<file path="src/rgb_hsl_converter_core_macros.svh">
// Assertion macros used by the converter core.
// Needs nothing but a clock and a synchronous active-low reset in scope.
`ifndef RGB_HSL_CONVERTER_CORE_MACROS_SVH
`define RGB_HSL_CONVERTER_CORE_MACROS_SVH

// Implication checked every rising clock edge outside reset.
`define RHC_ASSERT_IMP(lbl, clk, rst_n, ante, cons, msg) \
    lbl: assert property (@(posedge clk) disable iff (!rst_n) (ante) |-> (cons)) \
        else $error(msg);

// Next-cycle implication checked outside reset.
`define RHC_ASSERT_NEXT(lbl, clk, rst_n, ante, cons, msg) \
    lbl: assert property (@(posedge clk) disable iff (!rst_n) (ante) |=> (cons)) \
        else $error(msg);

`endif

</file>
<file path="src/rhc_pkg.sv">
// Package for the RGB/HSL converter: widths, opcodes and the stage payload type.
// Depends on nothing.
`timescale 1ns / 1ps
package rhc_pkg;
    localparam int CH_BITS  = 8;
    localparam int HUE_BITS = 16;
    localparam int CH_MAX   = (1 << CH_BITS) - 1;
    // Divider widths: a numerator below 6*C*2^HUE_BITS, a quotient of HUE_BITS+1 bits.
    localparam int Q_BITS   = HUE_BITS + 1;
    localparam int D_BITS   = CH_BITS + 3;
    localparam int N_BITS   = D_BITS + Q_BITS;
    localparam int N_CELLS  = Q_BITS;

    typedef enum logic {
        t_OP_RGB2HSL = 1'b0,
        t_OP_HSL2RGB = 1'b1
    } t_op;

    typedef struct packed {
        logic [CH_BITS-1:0]  red;
        logic [CH_BITS-1:0]  green;
        logic [CH_BITS-1:0]  blue;
        logic [HUE_BITS-1:0] hue;
        logic [CH_BITS-1:0]  sat;
        logic [CH_BITS-1:0]  light;
    } t_pix;

    // Two long divisions run side by side in the cell chain: hue and saturation.
    typedef struct packed {
        logic                 op;
        logic                 neg;      // hue wraps negative (red dominant, green below blue)
        logic                 zero_c;
        logic [N_BITS-1:0]    h_rem;    // remainder, taking in numerator bits at the bottom
        logic [Q_BITS-1:0]    h_num;    // numerator bits still to be shifted in
        logic [Q_BITS-1:0]    h_quo;
        logic [D_BITS-1:0]    h_den;
        logic [D_BITS-1:0]    s_rem;
        logic [Q_BITS-1:0]    s_num;
        logic [Q_BITS-1:0]    s_quo;
        logic [D_BITS-1:0]    s_den;
        t_pix                 pix;
    } t_cell;
endpackage

</file>
<file path="src/rhc_if.sv">
// Valid/ready stream interface carrying one pixel item.
// Depends on rhc_pkg.
`timescale 1ns / 1ps
interface rhc_if;
    import rhc_pkg::*;
    logic  valid;
    logic  ready;
    logic  opcode;
    t_pix  data;
    modport source (output valid, output opcode, output data, input ready);
    modport sink   (input valid, input opcode, input data, output ready);
endinterface

</file>
<file path="src/rgb_hsl_converter_core.sv">
// RGB/HSL converter. The pipeline has 17 division cells, a front stage pair and an
// output stage; one item is accepted every cycle while the output is not stalled.
// Each cell of the division chain yields one quotient bit of each divider.
// The whole pipeline advances together; it stalls only when the output stage is
// full and not being taken. Synchronous active-low reset clears all valid flags.
`timescale 1ns / 1ps
`include "rgb_hsl_converter_core_macros.svh"
module rgb_hsl_converter_core (
    input  logic  i_clk,
    input  logic  i_rst_n,
    rhc_if.sink   i_pix,
    rhc_if.source o_pix
);
    import rhc_pkg::*;

    // The pipeline moves whenever the output register is free or being emptied,
    // so the input may be taken while a finished item is being taken downstream.
    logic en;
    logic          v_chain [N_CELLS+1];
    t_cell         c_chain [N_CELLS+1];
    t_pix          n_out;
    logic          r_out_v;
    logic          r_out_op;
    t_pix          r_out;
    logic [HUE_BITS-1:0] hq;

    assign en          = !r_out_v || o_pix.ready;
    assign i_pix.ready = en;

    rhc_front u_front (
        .i_clk   (i_clk),
        .i_rst_n (i_rst_n),
        .i_en    (en),
        .i_valid (i_pix.valid),
        .i_op    (i_pix.opcode),
        .i_pix   (i_pix.data),
        .o_valid (v_chain[0]),
        .o_cell  (c_chain[0])
    );

    // Row of division cells, each handing its partial remainder to the next.
    for (genvar k = 0; k < N_CELLS; k++) begin : g_cell
        rhc_cell u_cell (
            .i_clk   (i_clk),
            .i_rst_n (i_rst_n),
            .i_en    (en),
            .i_valid (v_chain[k]),
            .i_cell  (c_chain[k]),
            .o_valid (v_chain[k+1]),
            .o_cell  (c_chain[k+1])
        );
    end

    // Result selection. The negative-hue case wraps to H minus the quotient.
    always_comb begin
        n_out = c_chain[N_CELLS].pix;
        hq    = c_chain[N_CELLS].h_quo[HUE_BITS-1:0];
        if (c_chain[N_CELLS].op == t_OP_RGB2HSL) begin
            if (c_chain[N_CELLS].zero_c) begin
                n_out.hue = '0;
                n_out.sat = '0;
            end else begin
                n_out.hue = c_chain[N_CELLS].neg ? HUE_BITS'(0) - hq : hq;
                n_out.sat = (c_chain[N_CELLS].s_den == '0) ? CH_BITS'(0)
                          : c_chain[N_CELLS].s_quo[CH_BITS-1:0];
            end
        end
    end

    always_ff @(posedge i_clk) begin
        if (!i_rst_n) begin
            r_out_v <= 1'b0;
        end else if (en) begin
            r_out_v <= v_chain[N_CELLS];
        end
        if (en) begin
            r_out    <= n_out;
            r_out_op <= c_chain[N_CELLS].op;
        end
    end

    assign o_pix.valid  = r_out_v;
    assign o_pix.data   = r_out;
    assign o_pix.opcode = r_out_op;

    `RHC_ASSERT_IMP(a_stall_hold, i_clk, i_rst_n, r_out_v && !o_pix.ready, !i_pix.ready, "input taken while output stalled")
    `RHC_ASSERT_NEXT(a_out_hold, i_clk, i_rst_n, r_out_v && !o_pix.ready, r_out_v && $stable(r_out), "stalled result changed")
    `RHC_ASSERT_IMP(a_sat_zero, i_clk, i_rst_n, v_chain[N_CELLS] && c_chain[N_CELLS].zero_c && c_chain[N_CELLS].op == t_OP_RGB2HSL, n_out.sat == '0, "saturation not zero at zero chroma")
endmodule

</file>
<file path="src/rhc_front.sv">
// Front stage: extremes, chroma and divider set-up for RGB to HSL, and the full
// HSL to RGB datapath (multiplies registered inside). Depends on rhc_pkg.
`timescale 1ns / 1ps
module rhc_front (
    input  logic           i_clk,
    input  logic           i_rst_n,
    input  logic           i_en,
    input  logic           i_valid,
    input  logic           i_op,
    input  rhc_pkg::t_pix  i_pix,
    output logic           o_valid,
    output rhc_pkg::t_cell o_cell
);
    import rhc_pkg::*;

    // Stage A registers.
    logic          r_va;
    logic          r_opa;
    t_pix          r_pixa;
    logic [2*CH_BITS-1:0] r_ds;     // d*s for HSL to RGB
    logic [2:0]    r_sector;
    logic [HUE_BITS:0] r_f;

    logic [CH_BITS-1:0] hi, lo, c;
    logic [CH_BITS:0]   sum, den;
    logic [CH_BITS:0]   twol, d;
    logic [2*CH_BITS+1:0] ds_full;
    logic [HUE_BITS+2:0]  six_h;
    logic [HUE_BITS:0]    t;
    t_cell n_cell;
    logic [D_BITS-1:0] gm;
    logic [D_BITS-1:0] hnum_hi;

    // HSL to RGB tail, second step.
    logic [CH_BITS-1:0] vc, vz, vx;
    logic [2*CH_BITS:0]   vzn;
    logic [2*CH_BITS+1:0] vxn;
    logic [2*CH_BITS+HUE_BITS:0] ds_f;

    // Floor division by M = 2^CH_BITS - 1, exact while the quotient stays below 2^CH_BITS.
    function automatic logic [CH_BITS-1:0] div_m(input logic [2*CH_BITS-1:0] y);
        logic [2*CH_BITS:0] acc;
        acc = (2*CH_BITS+1)'(y) + (2*CH_BITS+1)'(1) + (2*CH_BITS+1)'(y >> CH_BITS);
        return acc[2*CH_BITS-1:CH_BITS];
    endfunction

    always_comb begin
        twol = {i_pix.light, 1'b0};
        d    = (twol <= (CH_BITS+1)'(CH_MAX)) ? twol : (CH_BITS+1)'(2 * CH_MAX) - twol;
        ds_full = (2*CH_BITS+2)'(d) * (2*CH_BITS+2)'(i_pix.sat);
        six_h = (HUE_BITS+3)'(i_pix.hue) * (HUE_BITS+3)'(6);
        t     = six_h[HUE_BITS:0];
    end

    always_ff @(posedge i_clk) begin
        if (!i_rst_n) begin
            r_va <= 1'b0;
        end else if (i_en) begin
            r_va <= i_valid;
        end
        if (i_en) begin
            r_opa    <= i_op;
            r_pixa   <= i_pix;
            r_ds     <= ds_full[2*CH_BITS-1:0];
            r_sector <= six_h[HUE_BITS+2:HUE_BITS];
            r_f      <= t[HUE_BITS] ? (HUE_BITS+1)'(1 << (HUE_BITS+1)) - t : t;
        end
    end

    // Constant 2M: vc = l + floor(ds / 2M), vz = floor((2M*l - ds) / 2M).
    // vx = floor((2M*l - ds + floor(2*ds*f / H)) / 2M); each /2M is a halving and a /M.
    always_comb begin
        vc   = r_pixa.light + div_m(r_ds >> 1);
        vzn  = (2*CH_BITS+1)'(2 * CH_MAX) * (2*CH_BITS+1)'(r_pixa.light)
               - (2*CH_BITS+1)'(r_ds);
        vz   = div_m(vzn[2*CH_BITS:1]);
        ds_f = (2*CH_BITS+HUE_BITS+1)'(r_ds) * (2*CH_BITS+HUE_BITS+1)'(r_f);
        vxn  = (2*CH_BITS+2)'(vzn) + (2*CH_BITS+2)'(ds_f >> (HUE_BITS - 1));
        vx   = div_m(vxn[2*CH_BITS:1]);
    end

    // RGB to HSL set-up on the stage A pixel, and the HSL to RGB channel placement.
    always_comb begin
        hi = r_pixa.red;
        lo = r_pixa.red;
        if (r_pixa.green > hi) hi = r_pixa.green;
        if (r_pixa.blue  > hi) hi = r_pixa.blue;
        if (r_pixa.green < lo) lo = r_pixa.green;
        if (r_pixa.blue  < lo) lo = r_pixa.blue;
        c   = hi - lo;
        sum = (CH_BITS+1)'(hi) + (CH_BITS+1)'(lo);
        den = (sum <= (CH_BITS+1)'(CH_MAX)) ? sum : (CH_BITS+1)'(2 * CH_MAX) - sum;
        n_cell = '0;
        n_cell.op     = r_opa;
        n_cell.pix    = r_pixa;
        n_cell.zero_c = (c == '0);
        n_cell.h_den  = D_BITS'(c) * D_BITS'(6);
        n_cell.s_den  = D_BITS'(den);
        gm = '0;
        if (r_pixa.red >= r_pixa.green && r_pixa.red >= r_pixa.blue) begin
            if (r_pixa.green >= r_pixa.blue) begin
                gm = D_BITS'(r_pixa.green - r_pixa.blue);
            end else begin
                // ceil((b-g)H / 6c) = floor(((b-g)H + 6c - 1) / 6c)
                gm = D_BITS'(r_pixa.blue - r_pixa.green);
                n_cell.neg = 1'b1;
            end
        end else if (r_pixa.green >= r_pixa.blue) begin
            gm = D_BITS'(r_pixa.blue) + D_BITS'({c, 1'b0}) - D_BITS'(r_pixa.red);
        end else begin
            gm = D_BITS'(r_pixa.red) + D_BITS'({c, 2'b00}) - D_BITS'(r_pixa.green);
        end
        // Numerator gm*H (+ 6c-1 when negative). Top bits start the remainder, low bits
        // (HUE_BITS+1 of them, led by the lowest bit of gm) are shifted in by the cells.
        hnum_hi = gm;
        n_cell.h_rem = '0;
        n_cell.h_num = Q_BITS'(0);
        if (n_cell.neg) begin
            // Add 6c-1 below the H scale: fits in the low HUE_BITS since 6c-1 < H.
            n_cell.h_num = Q_BITS'(n_cell.h_den - D_BITS'(1));
        end
        // Pre-load: remainder = gm >> 1, first shifted bit is gm[0].
        n_cell.h_rem = N_BITS'(hnum_hi >> 1);
        n_cell.h_num = {hnum_hi[0], n_cell.h_num[HUE_BITS-1:0]};
        // Saturation: c*M / den, with the numerator c*M = c*2^CH - c.
        n_cell.s_rem = '0;
        n_cell.s_num = Q_BITS'(0);
        if (r_opa == t_OP_RGB2HSL) begin
            n_cell.pix.light = sum[CH_BITS:1];
        end else begin
            n_cell.pix.red   = vc;
            n_cell.pix.green = vx;
            n_cell.pix.blue  = vz;
            case (r_sector)
                3'd0: begin n_cell.pix.red = vc; n_cell.pix.green = vx; n_cell.pix.blue = vz; end
                3'd1: begin n_cell.pix.red = vx; n_cell.pix.green = vc; n_cell.pix.blue = vz; end
                3'd2: begin n_cell.pix.red = vz; n_cell.pix.green = vc; n_cell.pix.blue = vx; end
                3'd3: begin n_cell.pix.red = vz; n_cell.pix.green = vx; n_cell.pix.blue = vc; end
                3'd4: begin n_cell.pix.red = vx; n_cell.pix.green = vz; n_cell.pix.blue = vc; end
                default: begin
                    n_cell.pix.red = vc; n_cell.pix.green = vz; n_cell.pix.blue = vx;
                end
            endcase
        end
        // The s numerator c*M sits below the top bit, so the remainder starts at zero.
        n_cell.s_rem = '0;
        n_cell.s_num = Q_BITS'((CH_BITS+CH_BITS)'(c) * (CH_BITS+CH_BITS)'(CH_MAX));
    end

    always_ff @(posedge i_clk) begin
        if (!i_rst_n) begin
            o_valid <= 1'b0;
        end else if (i_en) begin
            o_valid <= r_va;
        end
        if (i_en) begin
            o_cell <= n_cell;
        end
    end
endmodule

</file>
<file path="src/rhc_cell.sv">
// One restoring-division cell: one quotient bit of the hue and saturation dividers.
// Depends on rhc_pkg.
`timescale 1ns / 1ps
module rhc_cell (
    input  logic           i_clk,
    input  logic           i_rst_n,
    input  logic           i_en,
    input  logic           i_valid,
    input  rhc_pkg::t_cell i_cell,
    output logic           o_valid,
    output rhc_pkg::t_cell o_cell
);
    import rhc_pkg::*;

    t_cell n_cell;
    logic [N_BITS-1:0] h_try;
    logic [D_BITS:0]   s_try;

    always_comb begin
        n_cell = i_cell;
        h_try  = {i_cell.h_rem[N_BITS-2:0], i_cell.h_num[Q_BITS-1]};
        n_cell.h_num = {i_cell.h_num[Q_BITS-2:0], 1'b0};
        if (h_try >= N_BITS'(i_cell.h_den)) begin
            n_cell.h_rem = h_try - N_BITS'(i_cell.h_den);
            n_cell.h_quo = {i_cell.h_quo[Q_BITS-2:0], 1'b1};
        end else begin
            n_cell.h_rem = h_try;
            n_cell.h_quo = {i_cell.h_quo[Q_BITS-2:0], 1'b0};
        end
        s_try = {i_cell.s_rem, i_cell.s_num[Q_BITS-1]};
        n_cell.s_num = {i_cell.s_num[Q_BITS-2:0], 1'b0};
        if (s_try >= (D_BITS+1)'(i_cell.s_den)) begin
            n_cell.s_rem = D_BITS'(s_try - (D_BITS+1)'(i_cell.s_den));
            n_cell.s_quo = {i_cell.s_quo[Q_BITS-2:0], 1'b1};
        end else begin
            n_cell.s_rem = D_BITS'(s_try);
            n_cell.s_quo = {i_cell.s_quo[Q_BITS-2:0], 1'b0};
        end
    end

    always_ff @(posedge i_clk) begin
        if (!i_rst_n) begin
            o_valid <= 1'b0;
        end else if (i_en) begin
            o_valid <= i_valid;
        end
        if (i_en) begin
            o_cell <= n_cell;
        end
    end
endmodule
</file>
<file path="src/flat_wrapper.sv">
// flat-port wrapper written by rule: the top's interface ports become plain ports
module rgb_hsl_converter_core_flat import rhc_pkg::*;
  (i_clk, i_rst_n, i_pix_valid, i_pix_opcode, i_pix_data, i_pix_ready, o_pix_valid, o_pix_opcode, o_pix_data, o_pix_ready);
  rhc_if i_pix_i ();
  rhc_if o_pix_i ();
  input  logic i_clk;
  input  logic i_rst_n;
  input wire logic [$bits(i_pix_i.valid)-1:0] i_pix_valid;
  input wire logic [$bits(i_pix_i.opcode)-1:0] i_pix_opcode;
  input wire logic [$bits(i_pix_i.data)-1:0] i_pix_data;
  output wire logic [$bits(i_pix_i.ready)-1:0] i_pix_ready;
  output wire logic [$bits(o_pix_i.valid)-1:0] o_pix_valid;
  output wire logic [$bits(o_pix_i.opcode)-1:0] o_pix_opcode;
  output wire logic [$bits(o_pix_i.data)-1:0] o_pix_data;
  input wire logic [$bits(o_pix_i.ready)-1:0] o_pix_ready;
  assign i_pix_i.valid = i_pix_valid;
  assign i_pix_i.opcode = i_pix_opcode;
  assign i_pix_i.data = i_pix_data;
  assign i_pix_ready = i_pix_i.ready;
  assign o_pix_valid = o_pix_i.valid;
  assign o_pix_opcode = o_pix_i.opcode;
  assign o_pix_data = o_pix_i.data;
  assign o_pix_i.ready = o_pix_ready;
  rgb_hsl_converter_core u_core (.i_clk(i_clk), .i_rst_n(i_rst_n), .i_pix(i_pix_i), .o_pix(o_pix_i));
endmodule
</file>
<file path="config.mk">
export PLATFORM = sky130hd
export DESIGN_NAME = rgb_hsl_converter_core_flat
export DESIGN_NICKNAME = d
export VERILOG_FILES = /design/src/rhc_pkg.sv /design/src/rhc_if.sv /design/src/rgb_hsl_converter_core.sv /design/src/rhc_front.sv /design/src/rhc_cell.sv /design/src/flat_wrapper.sv
export VERILOG_INCLUDE_DIRS = /design/src /design/src/src
export SDC_FILE = /design/constraint.sdc
export NUM_CORES = 2
export LEC_CHECK = 0
export ABC_AREA = 1
export CELL_PAD_IN_SITES_DETAIL_PLACEMENT = 0
export CELL_PAD_IN_SITES_GLOBAL_PLACEMENT = 1
export CORE_ASPECT_RATIO = 1.75
export CORE_MARGIN = 2
export CORE_UTILIZATION = 25
export CTS_BUF_LIST = sky130_fd_sc_hd__clkbuf_4 sky130_fd_sc_hd__clkbuf_8 sky130_fd_sc_hd__clkbuf_16
export CTS_CLUSTER_SIZE = 24
export DETAILED_ROUTE_END_ITERATION = 12
export DONT_BUFFER_PORTS = 1
export PLACE_DENSITY = 0.51
export SLEW_MARGIN = 20
export SYNTH_ARGS = -nofsm -noshare
export SYNTH_HDL_FRONTEND = slang
export SYNTH_SLANG_ARGS = --single-unit
export TNS_END_PERCENT = 10
</file>
<file path="constraint.sdc">
create_clock -name i_clk -period 118.9 [get_ports i_clk]
set_input_delay 23.78 -clock i_clk [delete_from_list [all_inputs] [get_ports i_clk]]
set_output_delay 23.78 -clock i_clk [all_outputs]
set_load 0.05 [all_outputs]
</file>
==> Word-level counts from Yosys, hierarchy flattened <==
Index checks and enable logic that the tools add are counted.
{ "totals": {"register_bits": 2643, "in_bits": 61, "out_inout_bits": 59} }
{ "classes": {"n_addsub": 54, "multipliers": 6, "n_lt_le_gt_ge": 43, "eq_ne": 4, "n_mux": 74, "reduce_logical": 6} }
{ "ops": {"columns": ["op", "n"], "rows": [
  ["28-bit by 11-bit greater-or-equal comparator with 1-bit output", 16],
  ["27-bit two-way mux", 15],
  ["27-bit by 11-bit subtractor with 27-bit output", 15],
  ["11-bit two-way mux", 19],
  ["12-bit by 9-bit greater-or-equal comparator with 1-bit output", 16],
  ["11-bit by 9-bit subtractor with 11-bit output", 15],
  ["24-bit case mux with 5 select lines", 1],
  ["24-bit two-way mux", 3],
  ["8-bit two-way mux", 6],
  ["16-bit by 1-bit adder with 16-bit output (second input constant)", 2],
  ["16-bit by 8-bit adder with 16-bit output", 2],
  ["16-bit by 17-bit multiplier with 32-bit output", 1],
  ["16-bit two-way mux", 2],
  ["1-bit two-way mux", 26],
  ["8-bit greater-or-equal comparator", 3],
  ["9-bit by 8-bit less-or-equal comparator with 1-bit output (second input constant)", 2],
  ["16-bit by 2-bit multiplier with 18-bit output (second input constant)", 1],
  ["9-bit two-way mux", 2],
  ["8-bit by 8-bit subtractor with 9-bit output", 2],
  ["9-bit subtractor (first input constant)", 2],
  ["17-bit adder", 1],
  ["1-bit by 17-bit subtractor with 17-bit output (first input constant)", 1],
  ["17-bit by 16-bit subtractor with 17-bit output", 1],
  ["15-bit by 1-bit adder with 16-bit output (second input constant)", 1],
  ["29 further kinds", 32]
]} }

==> Longest topological paths before layout <==
{ "logic_depth": {"ltp_word": 9, "depth_mapped": 54} }

==> Hierarchy <==
From an unflattened synthesis, not the netlist that was laid out.
{ "hier_totals": {"hier_cells": 15189, "area_unflattened_um2": 169557.6} }
{ "modules_own_cells": {"columns": ["module", "instances", "cells_per_inst", "area_each_um2"], "rows": [
  ["rhc_cell at u_core.g_cell[0].u_cell ...", 8, 687, 8160.3],
  ["rhc_cell at u_core.g_cell[11].u_cell ...", 8, 662, 8105.3],
  ["rhc_front", 1, 3494, 28738.8],
  ["rhc_cell at u_core.g_cell[13].u_cell", 1, 676, 8137.8],
  ["rgb_hsl_converter_core", 1, 227, 2556.2]
]} }

==> Least setup slack after synthesis <==
No wires, ideal clock.
{ "synth_path": {"path_type": "in2out", "startpoint": "input port o_pix_ready", "endpoint": "output port i_pix_ready", "arrival_time_ps": 93253, "setup_slack_ps": 1867, "path_stages": 3, "n_path_buf": 1, "cell_sequence": "nor2_1 -> inv_1 -> clkbuf_1"} }
{ "synth_via": {"elab_chain_len": 1} }
{ "synth_lines": {"columns": ["item", "line_no", "rtl"], "rows": [
  ["from (decl)", "flat_wrapper.sv:15", "input wire logic [$bits(o_pix_i.ready)-1:0] o_pix_ready;"],
  ["1-bit logical OR", "rgb_hsl_converter_core.sv:27", "assign en = !r_out_v || o_pix.ready;"],
  ["to (decl)", "flat_wrapper.sv:11", "output wire logic [$bits(i_pix_i.ready)-1:0] i_pix_ready;"]
]} }
No other way between the ends.

==> Worst setup path in the final report <==
Same ends and word-level chain as after synthesis.

==> reports/metrics.csv <==
stage,metric,value,unit
clock_tree,total CTS buffers,267,
routing,drt total wl,273000,um
setup_path,Worst path slowest cell,nor2_2,
placement,post-DP HPWL,203000,um
synth,post-synth net total,11200,
timing,Hold WS,0.376,ns
die,Core Area,489000,um^2
setup_path,FF-to-FF Start,u_core.u_front.r_ds[1],
finish,fin area,140000,um^2
global_route,Tot GR Track Use,10.9,%
synth,post-synth top area share,62.4,%
synth,post-synthesis instance total,10100,
synth,Syn. warnings,0,
die,die area,497000,um^2
global_route,vias in the first global route,75500,
clock_tree,CTS Hold Bufs,0,
synth,Post-synth EDFFs,2550,
global_route,first-pass GRT wire length,423000,um
finish,"leading cell type in the layout, fill and taps excluded",edfxtp_1,
synth,synth top area cells,"edfxtp_1 (62%), ha_1 (7.1%), fa_1 (5.2%), nand2_1 (4.9%), inv_1 (4.9%)",
setup_path,R2R cell count,43,
die,Site Rows,340,
clock_tree,CTS tree,built,
routing,Pre-Repair DR Iteration Count,8,
setup_path,Top delay family on crit path,simple AND/OR/NAND/NOR gates,
die,die height,931,um
synth,synth unique cells,73,
die,Initial Util,25.1,%
synth,cell accounting for the most synthesized area,edfxtp_1,
synth,adder-cell share of the synthesized area,12.3,%
finish,Final Net Count,11400,
synth,Mapped Area,123000,um^2
routing,Detail Route Antenna Nets,0,
finish,Area Overhead vs Synth,13.8,%
finish,"leading cell types in the layout, fill and taps excluded","edfxtp_1 (2550), nand2_1 (1608), inv_1 (1593)",
setup_path,max incr delay on CP,0.60,ns
timing,min Tclk post-route,48.58,ns
setup_path,"Max FO, Critical Path",111,
die,Die X,534,um
hold_path,hold depth,0,
placement,gpl congestion,0.862,
synth,"Seq/Total Area, Yosys",62.7,%
setup_path,"reg-to-reg slack, setup",108.20,ns
synth,Yosys reg bits,2570,
global_route,largest net degree at the start of global routing,195,
clock_tree,Post-CTS Setup Bufs,0,
global_route,GRT overflow,0,
placement,Area after DPL,131000,um^2
synth,post-synthesis compound-gate area fraction,6.06,%
job,max cap viols,0,
setup_path,cells along the critical path,"nor2_2, inv_8",
setup_path,CP endpoint kind,output pin,
synth,Syn Area/Cell,12.2,um^2
hold_path,hold_sp,u_core.g_cell[4].u_cell.o_cell[155],
finish,Fillers,50000,
finish,ratio of cells with drive above 1 in the final layout,5.72,%
setup_path,Worst setup SP type,primary input,
timing,f_max,20.6,MHz
timing,Worst-Margin Slew,1.02,ns
timing,max_slew headroom,31.7,%
run_status,status,"complete, no violations",
routing,via density per instance,4.11,
routing,Routed WL per cell,16.0,um
routing,number of remaining DRC errors,0,
clock_tree,"Clk Latency, worst-skew pair",0.94,ns
hold_path,Hold Path Sink,u_core.g_cell[5].u_cell.o_cell[156],
routing,starting DRC count in detailed routing,3300,
timing,Setup WS post-layout,70.32,ns
timing,clk_skew,0.0681,ns
synth,XOR/XNOR Fraction of Synth Area,3.76,%
clock_tree,H-tree level count,5,
setup_path,Bufs and invs on worst path,1,
timing,final period utilization,40.9,%
placement,Setup WS pre-CTS,70.26,ns
placement,Port Buffer Count,0,
timing,setup TNS,0,ns
clock_tree,Root Buffer,clkbuf_16,
hold_path,HP Class,reg -> reg,
clock_tree,clock buffer depth,4,
synth,mux contribution to synthesized area,0,%
timing,RSZ-0062 raised after global routing,no,
timing,final hold vios,0,
die,I/O pin cnt,120,
setup_path,Crit Path Category,in -> out,
synth,prevailing post-synth register cell,edfxtp_1,
routing,vias,69800,
timing,Setup-failing EPs final,0,
setup_path,"Req. time, crit path",95.12,ns
timing,"Slew Viols, Final",0,
setup_path,worst reg2reg path endpoint,u_core.u_front.o_cell[41],
synth,Synth Area in Simple Gates,9.75,%
global_route,initial antenna violation count,7,
setup_path,crit path DAT,24.80,ns
synth,combinational family with the most area after synthesis,adder cells,
clock_tree,clk sinks,2570,
clock_tree,post-CTS sizing,0,
clock_tree,Clock Pin Slew Worst Setup and Hold Paths,0.06,ns
synth,Post-synth ARST share,0,%
-- synthesized netlist by cell type, types with 29 or more instances --
cell         n
clkbuf_1   108
o21bai_1    29
ha_1       698
nor4_1      43
nor3_1     113
a21oi_1    483
o21ai_0    587
nor2_1     687
edfxtp_1  2550
xnor2_1    203
fa_1       317
nand4_1     67
nand3_1    253
nand2_1   1608
inv_1     1594
o21ai_1     29
xor2_1     320
-- sequential cells by signal, indices dropped and copies added (netlist names), 3 cells and up --
signal,count
u_core.u_front.r_f,15
u_core.u_front.n_cell,24
u_core.o_pix.data,56
u_core.g_cell.u_cell.o_cell,2289
u_core.g_cell.u_cell.o_valid,17
u_core.u_front.r_ds,15
u_core.u_front.o_cell,114
u_core.u_front.r_sector,3
u_core.u_front.r_pixa,32
-- through the flow --
stage / cells / util (%)
6_report: 17000 / 28.5
2_1_floorplan: 10100 / -
3_3_place_gp: 16500 / 26.7
3_5_place_dp: 16500 / 26.7
5_1_grt: 17000 / 28.5
4_1_cts: 17000 / 28.5
-- logic make-up (layout without fill, tap and decap cells) --
| logic type | after synthesis | count (layout) |
|---|---|---|
| xor gates and xnor gates | 525 | 525 |
| adders and majority gates | 1015 | 1015 |
| DFF | 2570 | 2570 |
| and+or+nand+nor | 2885 | 2885 |
| buffers and inverters | 1748 | 2158 |
| other | 0 | 2 |
| AOI/OAI and AO/OA | 1343 | 1343 |
-- layout make-up --
class                           instances  area (um^2)  area share, %
Multi-Input combinational cell       5768        39100           28.0
Tap cell                             6498         8130           5.82
Antenna cell                            2         5.00        0.00358
Inverter                             1611         6050           4.34
Sequential cell                      2570        77000           55.1
Timing Repair Buffer                   70          567          0.406
Clock inverter                        162         1710           1.23
Clock buffer                          315         7060           5.06
-- layer usage --
layer,GRT usage [%],vias up,wire length [um]
li1,-,34800,-
met1,10.5,33500,96900
met2,22.0,1019,154000
met3,1.51,547,8270
met4,5.17,0,13700
met5,0,-,0
-- how the worst max path moves through the flow --
stage                startpoint     endpoint  slack, ns  depth (start not counted)
detailed placement  o_pix_ready  i_pix_ready      70.26                          2
global placement    o_pix_ready  i_pix_ready      70.26                          2
finish              o_pix_ready  i_pix_ready      70.32                          2
CTS                 o_pix_ready  i_pix_ready      70.26                          2
floorplan           o_pix_ready  i_pix_ready       1.87                          3
global route        o_pix_ready  i_pix_ready      70.18                          2
Power is not shown: default switching activity piles up to over one toggle a cycle in this logic, so the estimate is an artifact.
